File: config.mk
export PLATFORM = sky130hd
export DESIGN_NAME = pink_white_noise_generator
export DESIGN_NICKNAME = d
export VERILOG_FILES = /design/src/rtl/pwn_pkg.sv /design/src/rtl/pink_white_noise_generator.sv /design/src/rtl/pwn_stage_sel.sv /design/src/rtl/pwn_stage_bank.sv /design/src/rtl/pwn_scale_mul.sv /design/src/rtl/pwn_out_div.sv
export SDC_FILE = /design/constraint.sdc
export NUM_CORES = 2
export LEC_CHECK = 0
export BUFFER_PORTS_ARGS = -buffer_cell sky130_fd_sc_hd__buf_4
export CAP_MARGIN = 20
export CORE_MARGIN = 1
export CORE_UTILIZATION = 25
export DETAILED_ROUTE_END_ITERATION = 8
export GPL_TIMING_DRIVEN = 0
export PLACE_DENSITY_LB_ADDON = 0.08
export SLEW_MARGIN = 10
export SYNTH_ARGS = -nofsm -noshare
export SYNTH_HDL_FRONTEND = slang
export SYNTH_SLANG_ARGS = --single-unit
File: constraint.sdc
create_clock -name clk -period 14.57 [get_ports clk]
set_input_delay 2.1855 -clock clk [delete_from_list [all_inputs] [get_ports clk]]
set_output_delay 2.1855 -clock clk [all_outputs]
set_load 0.03 [all_outputs]
File: src/rtl/pwn_pkg.sv
// Package for the pink/white noise generator: shared types, stage tables,
// fixed-point rounding constants and register indexes.
// Depends on nothing; every other file of the block uses it.
`default_nettype none

package pwn_pkg;

  // Number of pink stages and the widths that follow from the stage tables.
  localparam int NUM_STAGES = 5;
  localparam int SUM_W      = 19;  // five Q3.12 values need three bits of growth
  localparam int PROD_W     = 35;  // amplitude (16 bits) times sum (19 bits)

  typedef logic [NUM_STAGES-1:0] stage_sel_t;
  typedef logic signed [15:0]    stage_val_t;
  typedef logic signed [SUM_W-1:0]  sum_t;
  typedef logic signed [PROD_W-1:0] prod_t;

  // Cumulative selection thresholds in Q0.16; a stage is chosen when the
  // selection word is at or below its threshold.
  localparam logic [15:0] THRESH [NUM_STAGES] = '{
    16'd130, 16'd969, 16'd4180, 16'd15321, 16'd60017
  };

  // Stage gains in Q3.12.
  localparam logic [14:0] GAIN [NUM_STAGES] = '{
    15'd15575, 15'd12163, 15'd10637, 15'd12644, 15'd13929
  };

  // Round-half-up bias for a shift by 15 bits.
  localparam int HALF_Q15 = 16384;

  // Pink scaling divides by 4096 * 500 = 2^14 * 125 with one rounding step.
  localparam int PINK_BIAS   = 1024000;  // half of 2048000
  localparam int PINK_SHIFT  = 14;
  localparam int DIV_OFFSET  = 4096;     // 125 * 4096 keeps the dividend positive
  localparam int DIV_BIAS    = 512000;
  localparam int RECIP_125   = 1073742;  // ceil(2^27 / 125)
  localparam int RECIP_SHIFT = 27;

  // Configuration register indexes.
  typedef enum logic [0:0] {
    REG_ENABLE     = 1'b0,
    REG_NOISE_MODE = 1'b1
  } reg_index_t;

  // Control from the pipeline to the stage register bank.
  typedef struct packed {
    logic update;  // item in the select stage is an enabled pink item
    logic commit;  // that item leaves the stage this cycle
  } bank_ctrl_t;

endpackage

`default_nettype wire

File: src/rtl/pink_white_noise_generator.sv
// Pink / white noise generator: top level with the configuration registers,
// the pipeline registers and flow control. Uses pwn_pkg and the pwn_* units.
//
// Usage:
//   Configuration is written through cfg_write / cfg_index / cfg_data:
//   index 0 is enable, index 1 is noise_mode (0 white, 1 pink). Write it
//   only while no beats are in flight.
//   Input beats (amplitude, rand_select, rand_value) are taken on item_valid
//   when item_stall is low; each yields one sample beat on sample_valid,
//   taken when sample_stall is low.
//   The pipeline has five registers: input, stage select/new value, stage
//   sum, amplitude product, output. A beat moves through them in that
//   order, and one beat is taken per cycle while item_stall is low.
//   The pink stage registers are written and summed in the same pipeline
//   stage, so consecutive beats see each other's updates with no wait.
//   When the receiver stalls, beats pile up into empty pipeline slots;
//   item_stall rises only when all five registers are full and the output
//   is stalled.
//   Reset clears the pipeline, the stages and both registers (disabled,
//   white mode).
`default_nettype none

module pink_white_noise_generator (
  input  wire logic               clk,
  input  wire logic               rst,
  input  wire logic               cfg_write,
  input  wire logic [0:0]         cfg_index,
  input  wire logic [0:0]         cfg_data,
  input  wire logic               item_valid,
  output logic                    item_stall,
  input  wire logic signed [15:0] amplitude,
  input  wire logic [15:0]        rand_select,
  input  wire logic [15:0]        rand_value,
  output logic                    sample_valid,
  input  wire logic               sample_stall,
  output logic signed [15:0]      sample
);

  // Configuration registers.
  logic enable;
  logic noise_mode;

  // Pipeline occupancy.
  logic in_full, sel_full, sum_full, prod_full;
  logic in_free, sel_free, sum_free, prod_free, out_free;
  logic accept, in_move, sel_move, sum_move, prod_move;

  // Input register.
  logic signed [15:0] in_amp;
  logic [15:0]        in_u1;
  logic [15:0]        in_u2;
  logic               in_en, in_pink;

  // Select stage register.
  logic signed [15:0]  sel_amp;
  logic [15:0]         sel_u1;
  pwn_pkg::stage_sel_t sel_stage;
  pwn_pkg::stage_val_t sel_new;
  logic                sel_en, sel_pink;

  // Sum stage register.
  logic signed [15:0] sum_amp;
  logic [15:0]        sum_u1;
  pwn_pkg::sum_t      sum_val;
  logic               sum_en, sum_pink;

  // Product stage register.
  pwn_pkg::prod_t prod_val;
  logic           prod_en, prod_pink;

  // Combinational results of the units.
  pwn_pkg::stage_sel_t stage_sel;
  pwn_pkg::stage_val_t stage_new;
  pwn_pkg::sum_t       stage_sum;
  pwn_pkg::prod_t      product;
  logic signed [15:0]  sample_next;
  pwn_pkg::bank_ctrl_t bank_ctrl;

  // Configuration writes; unknown indexes are ignored.
  always_ff @(posedge clk) begin
    if (rst) begin
      enable     <= 1'b0;
      noise_mode <= 1'b0;
    end else if (cfg_write) begin
      case (cfg_index)
        pwn_pkg::REG_ENABLE:     enable     <= cfg_data[0];
        pwn_pkg::REG_NOISE_MODE: noise_mode <= cfg_data[0];
        default: ;
      endcase
    end
  end

  // Flow control: a slot is free if empty or if its beat moves on.
  always_comb begin
    out_free   = !sample_valid || !sample_stall;
    prod_free  = !prod_full || out_free;
    sum_free   = !sum_full || prod_free;
    sel_free   = !sel_full || sum_free;
    in_free    = !in_full || sel_free;
    item_stall = !in_free;
    accept     = item_valid && in_free;
    in_move    = in_full && sel_free;
    sel_move   = sel_full && sum_free;
    sum_move   = sum_full && prod_free;
    prod_move  = prod_full && out_free;
  end

  // Occupancy flags.
  always_ff @(posedge clk) begin
    if (rst) begin
      in_full      <= 1'b0;
      sel_full     <= 1'b0;
      sum_full     <= 1'b0;
      prod_full    <= 1'b0;
      sample_valid <= 1'b0;
    end else begin
      if (accept) in_full <= 1'b1;
      else if (in_move) in_full <= 1'b0;
      if (in_move) sel_full <= 1'b1;
      else if (sel_move) sel_full <= 1'b0;
      if (sel_move) sum_full <= 1'b1;
      else if (sum_move) sum_full <= 1'b0;
      if (sum_move) prod_full <= 1'b1;
      else if (prod_move) prod_full <= 1'b0;
      if (prod_move) sample_valid <= 1'b1;
      else if (!sample_stall) sample_valid <= 1'b0;
    end
  end

  // Input register, with the mode in force when the beat was taken.
  always_ff @(posedge clk) begin
    if (accept) begin
      in_amp  <= amplitude;
      in_u1   <= rand_select;
      in_u2   <= rand_value;
      in_en   <= enable;
      in_pink <= noise_mode;
    end
  end

  pwn_stage_sel u_stage_sel (
    .rand_select (in_u1),
    .rand_value  (in_u2),
    .stage_sel   (stage_sel),
    .stage_new   (stage_new)
  );

  // Select stage register.
  always_ff @(posedge clk) begin
    if (in_move) begin
      sel_amp   <= in_amp;
      sel_u1    <= in_u1;
      sel_stage <= stage_sel;
      sel_new   <= stage_new;
      sel_en    <= in_en;
      sel_pink  <= in_pink;
    end
  end

  // Stages update only for enabled pink beats.
  always_comb begin
    bank_ctrl.update = sel_full && sel_en && sel_pink;
    bank_ctrl.commit = bank_ctrl.update && sel_move;
  end

  pwn_stage_bank u_stage_bank (
    .clk       (clk),
    .rst       (rst),
    .ctrl      (bank_ctrl),
    .stage_sel (sel_stage),
    .stage_new (sel_new),
    .stage_sum (stage_sum)
  );

  // Sum stage register.
  always_ff @(posedge clk) begin
    if (sel_move) begin
      sum_amp  <= sel_amp;
      sum_u1   <= sel_u1;
      sum_val  <= stage_sum;
      sum_en   <= sel_en;
      sum_pink <= sel_pink;
    end
  end

  pwn_scale_mul u_scale_mul (
    .amplitude   (sum_amp),
    .rand_select (sum_u1),
    .stage_sum   (sum_val),
    .pink        (sum_pink),
    .product     (product)
  );

  // Product stage register.
  always_ff @(posedge clk) begin
    if (sum_move) begin
      prod_val  <= product;
      prod_en   <= sum_en;
      prod_pink <= sum_pink;
    end
  end

  pwn_out_div u_out_div (
    .product     (prod_val),
    .enable      (prod_en),
    .pink        (prod_pink),
    .sample_next (sample_next)
  );

  // Output register.
  always_ff @(posedge clk) begin
    if (prod_move) begin
      sample <= sample_next;
    end
  end

  // The input side stalls only when every slot holds a beat.
  a_stall_full: assert property (@(posedge clk) disable iff (rst)
    item_stall |-> (in_full && sel_full && sum_full && prod_full && sample_valid))
    else $error("item_stall with an empty pipeline slot");

  // A taken beat lands in the input register.
  a_accept_lands: assert property (@(posedge clk) disable iff (rst)
    accept |=> in_full)
    else $error("accepted beat lost at the input register");

  // At most one stage is chosen per beat.
  a_sel_onehot: assert property (@(posedge clk) disable iff (rst)
    sel_full |-> $onehot0(sel_stage))
    else $error("more than one pink stage selected");

  // No stage is chosen only above the last threshold.
  a_sel_none: assert property (@(posedge clk) disable iff (rst)
    (sel_full && sel_en && sel_pink && (sel_stage == '0))
      |-> (sel_u1 > pwn_pkg::THRESH[pwn_pkg::NUM_STAGES-1]))
    else $error("no stage selected below the last threshold");

  // A delivered sample with nothing behind it leaves the output empty.
  a_out_drain: assert property (@(posedge clk) disable iff (rst)
    (sample_valid && !sample_stall && !prod_full) |=> !sample_valid)
    else $error("sample repeated after delivery");

endmodule

`default_nettype wire

File: src/rtl/pwn_stage_sel.sv
// Stage selection and new stage value for the pink generator.
// Pure combinational logic; uses pwn_pkg tables and types.
`default_nettype none

module pwn_stage_sel (
  input  wire logic [15:0]         rand_select,
  input  wire logic [15:0]         rand_value,
  output pwn_pkg::stage_sel_t      stage_sel,
  output pwn_pkg::stage_val_t      stage_new
);

  logic               found;
  logic [14:0]        gain;
  logic signed [15:0] centered;
  logic signed [30:0] scaled;
  logic signed [30:0] rounded;

  // The first threshold that holds picks the stage and its gain.
  always_comb begin
    found     = 1'b0;
    stage_sel = '0;
    gain      = '0;
    for (int i = 0; i < pwn_pkg::NUM_STAGES; i++) begin
      if (!found && (rand_select <= pwn_pkg::THRESH[i])) begin
        stage_sel[i] = 1'b1;
        gain         = pwn_pkg::GAIN[i];
        found        = 1'b1;
      end
    end
  end

  // New value is (2*u2 - 1) * gain in Q3.12, rounded half up.
  always_comb begin
    centered  = $signed({~rand_value[15], rand_value[14:0]});
    scaled    = centered * $signed({1'b0, gain});
    rounded   = scaled + 31'(pwn_pkg::HALF_Q15);
    stage_new = rounded[30:15];
  end

endmodule

`default_nettype wire

File: src/rtl/pwn_stage_bank.sv
// Pink stage registers and the sum of the stages as seen after the update.
// Uses pwn_pkg types; written and read in the same pipeline stage.
`default_nettype none

module pwn_stage_bank (
  input  wire logic                clk,
  input  wire logic                rst,
  input  wire pwn_pkg::bank_ctrl_t ctrl,
  input  wire pwn_pkg::stage_sel_t stage_sel,
  input  wire pwn_pkg::stage_val_t stage_new,
  output pwn_pkg::sum_t            stage_sum
);

  pwn_pkg::stage_val_t stage_values [pwn_pkg::NUM_STAGES];
  pwn_pkg::stage_val_t stage_eff    [pwn_pkg::NUM_STAGES];

  // The selected stage is replaced when the item leaves the stage.
  always_ff @(posedge clk) begin
    if (rst) begin
      for (int i = 0; i < pwn_pkg::NUM_STAGES; i++) begin
        stage_values[i] <= '0;
      end
    end else if (ctrl.commit) begin
      for (int i = 0; i < pwn_pkg::NUM_STAGES; i++) begin
        if (stage_sel[i]) begin
          stage_values[i] <= stage_new;
        end
      end
    end
  end

  // The sum uses the new value in place of the one it replaces.
  always_comb begin
    stage_sum = '0;
    for (int i = 0; i < pwn_pkg::NUM_STAGES; i++) begin
      stage_eff[i] = (ctrl.update && stage_sel[i]) ? stage_new : stage_values[i];
      stage_sum    = stage_sum + pwn_pkg::SUM_W'(stage_eff[i]);
    end
  end

endmodule

`default_nettype wire

File: src/rtl/pwn_scale_mul.sv
// Amplitude multiply: amplitude times the white value or the pink stage sum.
// Pure combinational logic; uses pwn_pkg types.
`default_nettype none

module pwn_scale_mul (
  input  wire logic signed [15:0] amplitude,
  input  wire logic [15:0]        rand_select,
  input  wire pwn_pkg::sum_t      stage_sum,
  input  wire logic               pink,
  output pwn_pkg::prod_t          product
);

  logic signed [15:0] white;
  pwn_pkg::sum_t      operand;

  // White value is (2*u1 - 1) in Q1.15; the pink operand is the Q3.12 sum.
  always_comb begin
    white   = $signed({~rand_select[15], rand_select[14:0]});
    operand = pink ? stage_sum : pwn_pkg::SUM_W'(white);
    product = amplitude * operand;
  end

endmodule

`default_nettype wire

File: src/rtl/pwn_out_div.sv
// Output scaling: rounding shift and saturation for white noise, division by
// 2048000 for pink noise via a reciprocal multiply. Uses pwn_pkg.
`default_nettype none

module pwn_out_div (
  input  wire pwn_pkg::prod_t     product,
  input  wire logic               enable,
  input  wire logic               pink,
  output logic signed [15:0]      sample_next
);

  pwn_pkg::prod_t     white_sum;
  pwn_pkg::prod_t     white_q;
  pwn_pkg::prod_t     pink_sum;
  pwn_pkg::prod_t     pink_q;
  logic [19:0]        dividend;
  logic [40:0]        recip_prod;
  logic [13:0]        quot;
  logic signed [14:0] pink_val;
  logic signed [15:0] white_val;

  // White: round half up at the Q1.15 point, then clamp.
  always_comb begin
    white_sum = product + pwn_pkg::PROD_W'(pwn_pkg::HALF_Q15);
    white_q   = white_sum >>> 15;
    if (white_q > pwn_pkg::PROD_W'(32767)) begin
      white_val = 16'sd32767;
    end else if (white_q < -pwn_pkg::PROD_W'(32768)) begin
      white_val = -16'sd32768;
    end else begin
      white_val = white_q[15:0];
    end
  end

  // Pink: floor((p + 1024000) / 2^14) then floor division by 125. The
  // offset of 125 * 4096 makes the dividend positive for the reciprocal.
  always_comb begin
    pink_sum   = product + pwn_pkg::PROD_W'(pwn_pkg::PINK_BIAS);
    pink_q     = pink_sum >>> pwn_pkg::PINK_SHIFT;
    dividend   = pink_q[19:0] + 20'(pwn_pkg::DIV_BIAS);
    recip_prod = 41'(dividend) * 41'(pwn_pkg::RECIP_125);
    quot       = recip_prod[40:pwn_pkg::RECIP_SHIFT];
    pink_val   = $signed({1'b0, quot}) - 15'(pwn_pkg::DIV_OFFSET);
  end

  // A disabled block outputs zero.
  always_comb begin
    if (!enable) begin
      sample_next = '0;
    end else if (pink) begin
      sample_next = 16'(pink_val);
    end else begin
      sample_next = white_val;
    end
  end

endmodule

`default_nettype wire
# [Word-level counts from Yosys, hierarchy flattened]
# Memories as Yosys holds them, arrays and structs flattened.
# Index checks and enable logic that the tools add are counted.
# W data, S select, Z words.
[classes] add_sub_neg=9 eq_ne=1 bitwise=8 order_cmp=7 multipliers=3 n_reduce_logical=39 muxes=59
[op_table] op="$mux W16" n=13
[op_table] op="$mux W14" n=5
[op_table] op="$mul A20 B20 Y40 const B" n=1
[op_table] op="$mux W1" n=40
[op_table] op="$add A19 B16 Y19" n=2
[op_table] op="$add A35 B16 Y35 const B" n=1
[op_table] op="$mul A16 B19 Y35" n=1
[op_table] op="$add A34 B21 Y34 const B" n=1
[op_table] op="$add A31 B16 Y31 const B" n=1
[op_table] op="$mul A16 B15 Y31" n=1
[op_table] op="$add A20 B20 Y20 const B" n=1
[op_table] op="$gt A20 B16 Y1 const B" n=1
[op_table] op="$lt A20 B16 Y1 const B" n=1
[op_table] op="$mux W19" n=1
[op_table] op="$add A17 B16 Y18" n=1
[op_table] op="$add A16 B16 Y17" n=1
[op_table] op="$logic_and A1 B1 Y1" n=17
[op_table] op="$le A16 B10 Y1 const B" n=1
[op_table] op="$le A16 B13 Y1 const B" n=1
[op_table] op="$le A16 B14 Y1 const B" n=1
[op_table] op="$le A16 B16 Y1 const B" n=1
[op_table] op="$le A16 B8 Y1 const B" n=1
[op_table] op="$sub A14 B13 Y15 const B" n=1
[op_table] op="$logic_not A1 Y1" n=11
[op_table] op="6 further kinds" n=20
[totals] memories=1 out_inout_bits=18 in_bits=55 register_bits=218 wordCells=154 mem_bits_rw=80
[mem_list] name="u_stage_bank.stage_values" depth=5 word_bits=16 rd=5 rd_ports_with_merged_regs=0 wr=5 line_no="pwn_stage_bank.sv:14" source="pwn_pkg::stage_val_t stage_values [pwn_pkg::NUM_STAGES];"

# [Logic depth before layout (Yosys ltp)]
[depth] word_depth=16 depth_mapped=35 mapped_depth_nobuf=34

# [Hierarchy]
# A second synthesis with hierarchy kept.
[unflattened] cells_unflattened=3843 area_unflattened_um2=39833.2
[by_module_without_submodules] module="pwn_scale_mul" cells_per_inst=1322 area_per_inst_um2=11707.5 instances=1 seq_area_each_um2=0.0
[by_module_without_submodules] module="pwn_stage_sel" cells_per_inst=1077 area_per_inst_um2=9339.0 instances=1 seq_area_each_um2=0.0
[by_module_without_submodules] module="pink_white_noise_generator" cells_per_inst=246 area_per_inst_um2=6645.1 instances=1 seq_area_each_um2=6476.2
[by_module_without_submodules] module="pwn_out_div" cells_per_inst=772 area_per_inst_um2=6561.3 instances=1 seq_area_each_um2=0.0
[by_module_without_submodules] module="pwn_stage_bank" cells_per_inst=426 area_per_inst_um2=5580.4 instances=1 seq_area_each_um2=2402.3

# [Least setup slack after synthesis]
# No wires, ideal clock.
[synth_timing] kind="reg2reg" from="register prod_val[18]" to="register sample[14] (data pin)" path_stages_with_launch=33 path_slack_ns=6.911 required_time_ns=14.310 n_path_buf=1 arrival_ns=7.399 setup_time_ns=0.260 synth_period_minus_slack_ns=7.659 path_cell_list="edfxtp_1 buf_6 or4_4 nor3_2 nor2_1 nand2_1 xnor2_1 ha_1 xor2_1 xnor2_1 ha_1 ha_1 ha_1 inv_1 fa_1 inv_1 fa_1 ha_1 ha_1 ha_1 a21o_1 a21o_1 a21oi_1 nand2_1 a211oi_1 o31ai_1 a41o_1 o21ai_0 nand2b_1 xnor2_1 ha_1 o21ai_0 nor2_1"
[synth_between] elab_chain_len=5 word_cells_on_any_way=10 classes_between="4 x add/sub; 1 x mul; 2 x order compare; 3 x mux"
[synth_rtl] element="start: declaration" line_no="pink_white_noise_generator.sv:68" source="pwn_pkg::prod_t prod_val;"
[synth_rtl] element="start signal: assignment" line_no="pink_white_noise_generator.sv:197" source="prod_val <= product;"
[synth_rtl] element="$add A34 B21 Y34 or $add A35 B16 Y35 (tied branches)" line_no="pwn_out_div.sv:38, pwn_out_div.sv:24"
[synth_rtl] element="$add A20 B20 Y20 or $lt A20 B16 Y1 (tied branches)" line_no="pwn_out_div.sv:40, pwn_out_div.sv:28"
[synth_rtl] element="$mul A20 B20 Y40 or $mux W16 (tied branches)" line_no="pwn_out_div.sv:41, pwn_out_div.sv:28"
[synth_rtl] element="$sub A14 B13 Y15 or $mux W16 (tied branches)" line_no="pwn_out_div.sv:43, pwn_out_div.sv:26"
[synth_rtl] element="$mux W16 (*)" line_no="pwn_out_div.sv:50" source="end else if (pink) begin"
[synth_rtl] element="end signal: assignment" line_no="pink_white_noise_generator.sv:213" source="sample <= sample_next;"
[synth_rtl] element="end: declaration" line_no="pink_white_noise_generator.sv:36" source="output logic signed [15:0] sample"
# Mark *: on every way between the ends. The rest lies on a longest branch, timed or not.
# A chain may end at the register's enable or synchronous reset.

# [Worst setup path after layout]
[layout_timing] from="register in_u1[10]" to="register sel_new[11] (data pin)"
[layout_between] elab_chain_len=16 word_cells_on_any_way=24 classes_between="1 x add/sub; 1 x mul; 5 x order compare; 9 x mux; 8 x reduce/logical"
[layout_rtl] element="start: declaration" line_no="pink_white_noise_generator.sv:50" source="logic [15:0] in_u1;"
[layout_rtl] element="start signal: assignment" line_no="pink_white_noise_generator.sv:134" source="in_u1 <= rand_select;"
[layout_rtl] element="$le A16 B8 Y1" line_no="pwn_stage_sel.sv:24" source="if (!found && (rand_select <= pwn_pkg::THRESH[i])) begin"
[layout_rtl] element="$mux W1" line_no="pwn_stage_sel.sv:24"
[layout_rtl] element="$logic_not A1 Y1" line_no="pwn_stage_sel.sv:24"
[layout_rtl] element="$logic_and A1 B1 Y1" line_no="pwn_stage_sel.sv:24"
[layout_rtl] element="$mux W1" line_no="pwn_stage_sel.sv:24"
[layout_rtl] element="$logic_not A1 Y1" line_no="pwn_stage_sel.sv:24"
[layout_rtl] element="$logic_and A1 B1 Y1" line_no="pwn_stage_sel.sv:24"
[layout_rtl] element="$mux W1" line_no="pwn_stage_sel.sv:24"
[layout_rtl] element="$logic_not A1 Y1" line_no="pwn_stage_sel.sv:24"
[layout_rtl] element="$logic_and A1 B1 Y1" line_no="pwn_stage_sel.sv:24"
[layout_rtl] element="$mux W1" line_no="pwn_stage_sel.sv:24"
[layout_rtl] element="$logic_not A1 Y1" line_no="pwn_stage_sel.sv:24"
[layout_rtl] element="$logic_and A1 B1 Y1" line_no="pwn_stage_sel.sv:24"
[layout_rtl] element="$mux W14 (*)" line_no="pwn_stage_sel.sv:24"
[layout_rtl] element="$mul A16 B15 Y31 (*)" line_no="pwn_stage_sel.sv:35" source="scaled = centered * $signed({1'b0, gain});"
[layout_rtl] element="$add A31 B16 Y31 (*)" line_no="pwn_stage_sel.sv:36" source="rounded = scaled + 31'(pwn_pkg::HALF_Q15);"
[layout_rtl] element="net stage_new[11]" line_no="pink_white_noise_generator.sv:73" source="pwn_pkg::stage_val_t stage_new;"
[layout_rtl] element="end signal: assignment" line_no="pink_white_noise_generator.sv:154" source="sel_new <= stage_new;"
[layout_rtl] element="end: declaration" line_no="pink_white_noise_generator.sv:58" source="pwn_pkg::stage_val_t sel_new;"
# The timed path passes the listed nets; every way through them passes the cells marked *.

==> summary.txt <==
CTS
  – CTS Hold Bufs: 0
  – Clock Latency Late Sink: 0.61 ns
  – Reg clk slew, reported paths: around 0.060 ns
  – Post-CTS setup buffers: 0
  – H-tree levels: 2
  – CTS resizes: 0
  – CTS tree: built
  – Root buffer cell: clkbuf_16
  – CTS Sinks: 285
  – Cts bufs inserted: 38
  – Max Root-Sink Buffers: 3

Global route
  – Number of global-route vias before repair: about 27,000
  – Global-route usage over all layers: approximately 15%
  – First-pass GRT wire length: 169,000 microns
  – Largest net degree at the start of global routing: 27
  – Antenna violations before repair: 3
  – GRT overflow: 0

Timing
  – Final critical-path share of the clock period: between 70% and 80%
  – Fin. Hold Viols: 0
  – Period minus WS final: between 10 and 15 ns
  – Fin Setup TNS: 0 ns
  – Slew Limit Headroom: 26.2%
  – Max-slew violations: 0
  – Setup Viol. Count Final: 0
  – Worst-Margin Slew: 1.08 ns
  – Worst Skew: 0.0374 ns
  – Max Fclk: 97.8 MHz
  – RSZ-0062 raised after global routing: false

Synthesis
  – Post-synth EDFFs: 278
  – Ys flop type: edfxtp_1
  – Share of the yosys chip area belonging to registers: 22.3%
  – Yosys Warn Count: 0
  – Netlist cell types: 76
  – Syn avg cell area: 10.5 sq um
  – Cells after Synth: 3,620
  – Seq cells post-synth: about 290
  – Syn Nets: between 4,000 and 5,000
  – Combined area of all synthesized cells: 38,000 sq um
  – Async SR Flop Fraction: 0%

Critical path
  – Crit path DAT: ~11 ns
  – FF-to-FF Start: in_u1[10]
  – Critical Path Source Type: flip-flop
  – Setup CP Type: reg -> reg
  – CP startpoint: in_u1[10]
  – CP endpoint kind: flip-flop
  – Crit path max fanout: 10
  – R2r setup slk: 4.35 ns
  – Reg2reg end: sel_new[11]
  – CP Capture Point: sel_new[11]
  – Critical Path RT: 14.91 ns
  – R2r worst-path depth: 26

Detailed routing
  – Initial drt markers: approximately 1,100
  – DR DRC count: 0
  – DR pass1 iterations: 5
  – Post-DRT Antenna Nets: 0
  – Post-Route WL: 110,000 microns
  – WL/cell: 19.0 microns
  – Via/cell ratio: between 4 and 5
  – DR vias: 24,290

Die
  – Die Y: a little under 400 microns
  – Die Span X: 392 microns
  – Ports: 73
  – Die ar.: 154,000 sq um
  – Initial Utilization: 25.3%
  – Core area: 150,000 sq um
  – Cell row count: 142

Run status
  – Outcome: completed

Final layout
  – Layout cells sized above 1: 6.96%
  – Layout area overhead: 12.2%
  – Most frequent cells in the layout: inv_1 (858), fa_1 (642), ha_1 (388), nand2_1 (297), edfxtp_1 (278)
  – Design Area, Final: 42,700 sq um
  – Leading cell type in the layout, fill and taps excluded: inv_1
  – Layout Nets: approximately 4,800

Flow run
  – # Max-Cap Violations: 0

Min path
  – Hold path start: sel_amp[11]
  – Path type of the worst min-delay path: reg -> reg
  – Hold Path Depth: 0

Placed design
  – DP HPWL: between 90,000 and 100,000 microns
  – Placer Congestion: 0.798
  – Input/output buffers: between 70 and 80
  – Placed instance area: about 41,000 sq um
## sequential cells by signal, summed over array words and instances (netlist names), 5 cells and up
| name | cells |
|---|---|
| sum_u1 | 16 |
| sel_stage | 5 |
| prod_val | 22 |
| u_stage_bank.stage_values | 80 |
| sel_amp | 16 |
| in_u1 | 16 |
| sel_new | 16 |
| sample | 16 |
| in_u2 | 16 |
| sum_val | 19 |
| sum_amp | 16 |
| in_amp | 16 |
| sel_u1 | 16 |
## synth_stat cells (4+ instances only)
cell	n	area share [%]
or3_1	10	0.16
nand3_1	27	0.36
and2_1	218	3.6
clkbuf_1	82	0.81
a211o_1	6	0.14
a21oi_1	76	1.0
fa_1	642	34
ha_1	388	13
xnor2_1	102	2.3
nor2b_1	39	0.64
o41ai_1	4	0.092
dfxtp_1	7	0.37
nor3_1	32	0.42
nor4_1	5	0.082
a31oi_1	11	0.18
o2111ai_1	5	0.12
nand4_1	20	0.33
inv_1	858	8.5
o21ai_0	47	0.62
o21bai_1	12	0.24
and3_1	11	0.18
nand2_1	297	2.9
nor2_1	122	1.2
a21o_1	43	0.85
mux2i_1	52	1.4
xor2_1	25	0.58
or2_2	27	0.44
a211oi_1	9	0.18
mux2_2	46	1.4
a21boi_0	4	0.079
buf_1	7	0.069
o21a_1	16	0.32
nand2b_1	22	0.36
edfxtp_1	278	22
a311oi_1	5	0.12
buf_2	6	0.079
## cell families after synthesis
| logic type | Yosys count | share of synthesized area, % |
|---|---|---|
| adder cells (fa/ha/maj) | 1030 | 46.6 |
| buffers and inverters | 958 | 9.52 |
| AND/OR/NAND/NOR | 848 | 11.1 |
| flip-flops | 285 | 22.3 |
| AO/OA/AOI/OAI | 273 | 4.79 |
| XOR/XNOR | 128 | 2.97 |
| multiplexers | 98 | 2.73 |
## per-stage QoR
step / setup WS (ns) / std cells / util [%] / hold WS [ns]
after floorplan: 6.91 / 3620 / - / 0.400
final: 4.35 / 5795 / 28.4 / 0.417
after CTS: 4.15 / 5791 / 28.3 / 0.419
after global placement: 3.55 / 5708 / 27.3 / 0.401
after global routing: 3.78 / 5794 / 28.4 / 0.422
after detailed placement: 4.20 / 5725 / 27.6 / 0.405
## worst max-delay path: stages, from the launching register on
cell,delay (ns)
edfxtp_1,0.54
nand2b_1,0.24
or4_1,0.54
o21ai_1,0.80
o31a_1,0.62
or2_2,0.33
clkbuf_1,0.53
and2_1,0.27
nor2_1,0.13
fa_1,0.56
inv_1,0.06
fa_1,0.45
ha_1,0.33
fa_1,0.54
fa_1,0.54
fa_1,0.51
ha_1,0.33
and2_1,0.20
a221oi_1,0.49
nand2_1,0.21
o211ai_1,0.40
a31oi_1,0.24
a41oi_1,0.58
o21a_1,0.26
nor2b_1,0.05
nor2_1,0.10
xnor2_1,0.08
## routing by layer
metal	GRT usage, %	share of wire (%)	up-vias
met2	25.4	49	276
met1	19.9	47	12333
met5	0	0	-
li1	-	-	11587
met4	3.26	2.0	0
met3	1.46	2.8	94
## worst min-delay path by stage
| stage | endpoint | slack (ns) |
|---|---|---|
| final | sum_amp[11] | 0.42 |
| after global routing | sum_amp[9] | 0.42 |
| after CTS | sum_amp[11] | 0.42 |
| after detailed placement | sum_amp[11] | 0.40 |
| after global placement | sum_amp[14] | 0.40 |
| after floorplan | prod_en | 0.40 |
## area by class of cell
cell class                 instances  area, sq um
timing repair buffer              92          838
clock buffer                      49         1010
inverter                         860         3230
sequential                       285         8490
clock inverter                    17          158
buffer                            98          394
fill                           15969       108000
antenna                            1         2.50
multi-input combinational       2377        26000
tap                             2016         2520
Power is left out: the tool's default activity adds up to more than one toggle a clock period on the data nets, which glitch-free logic cannot reach.
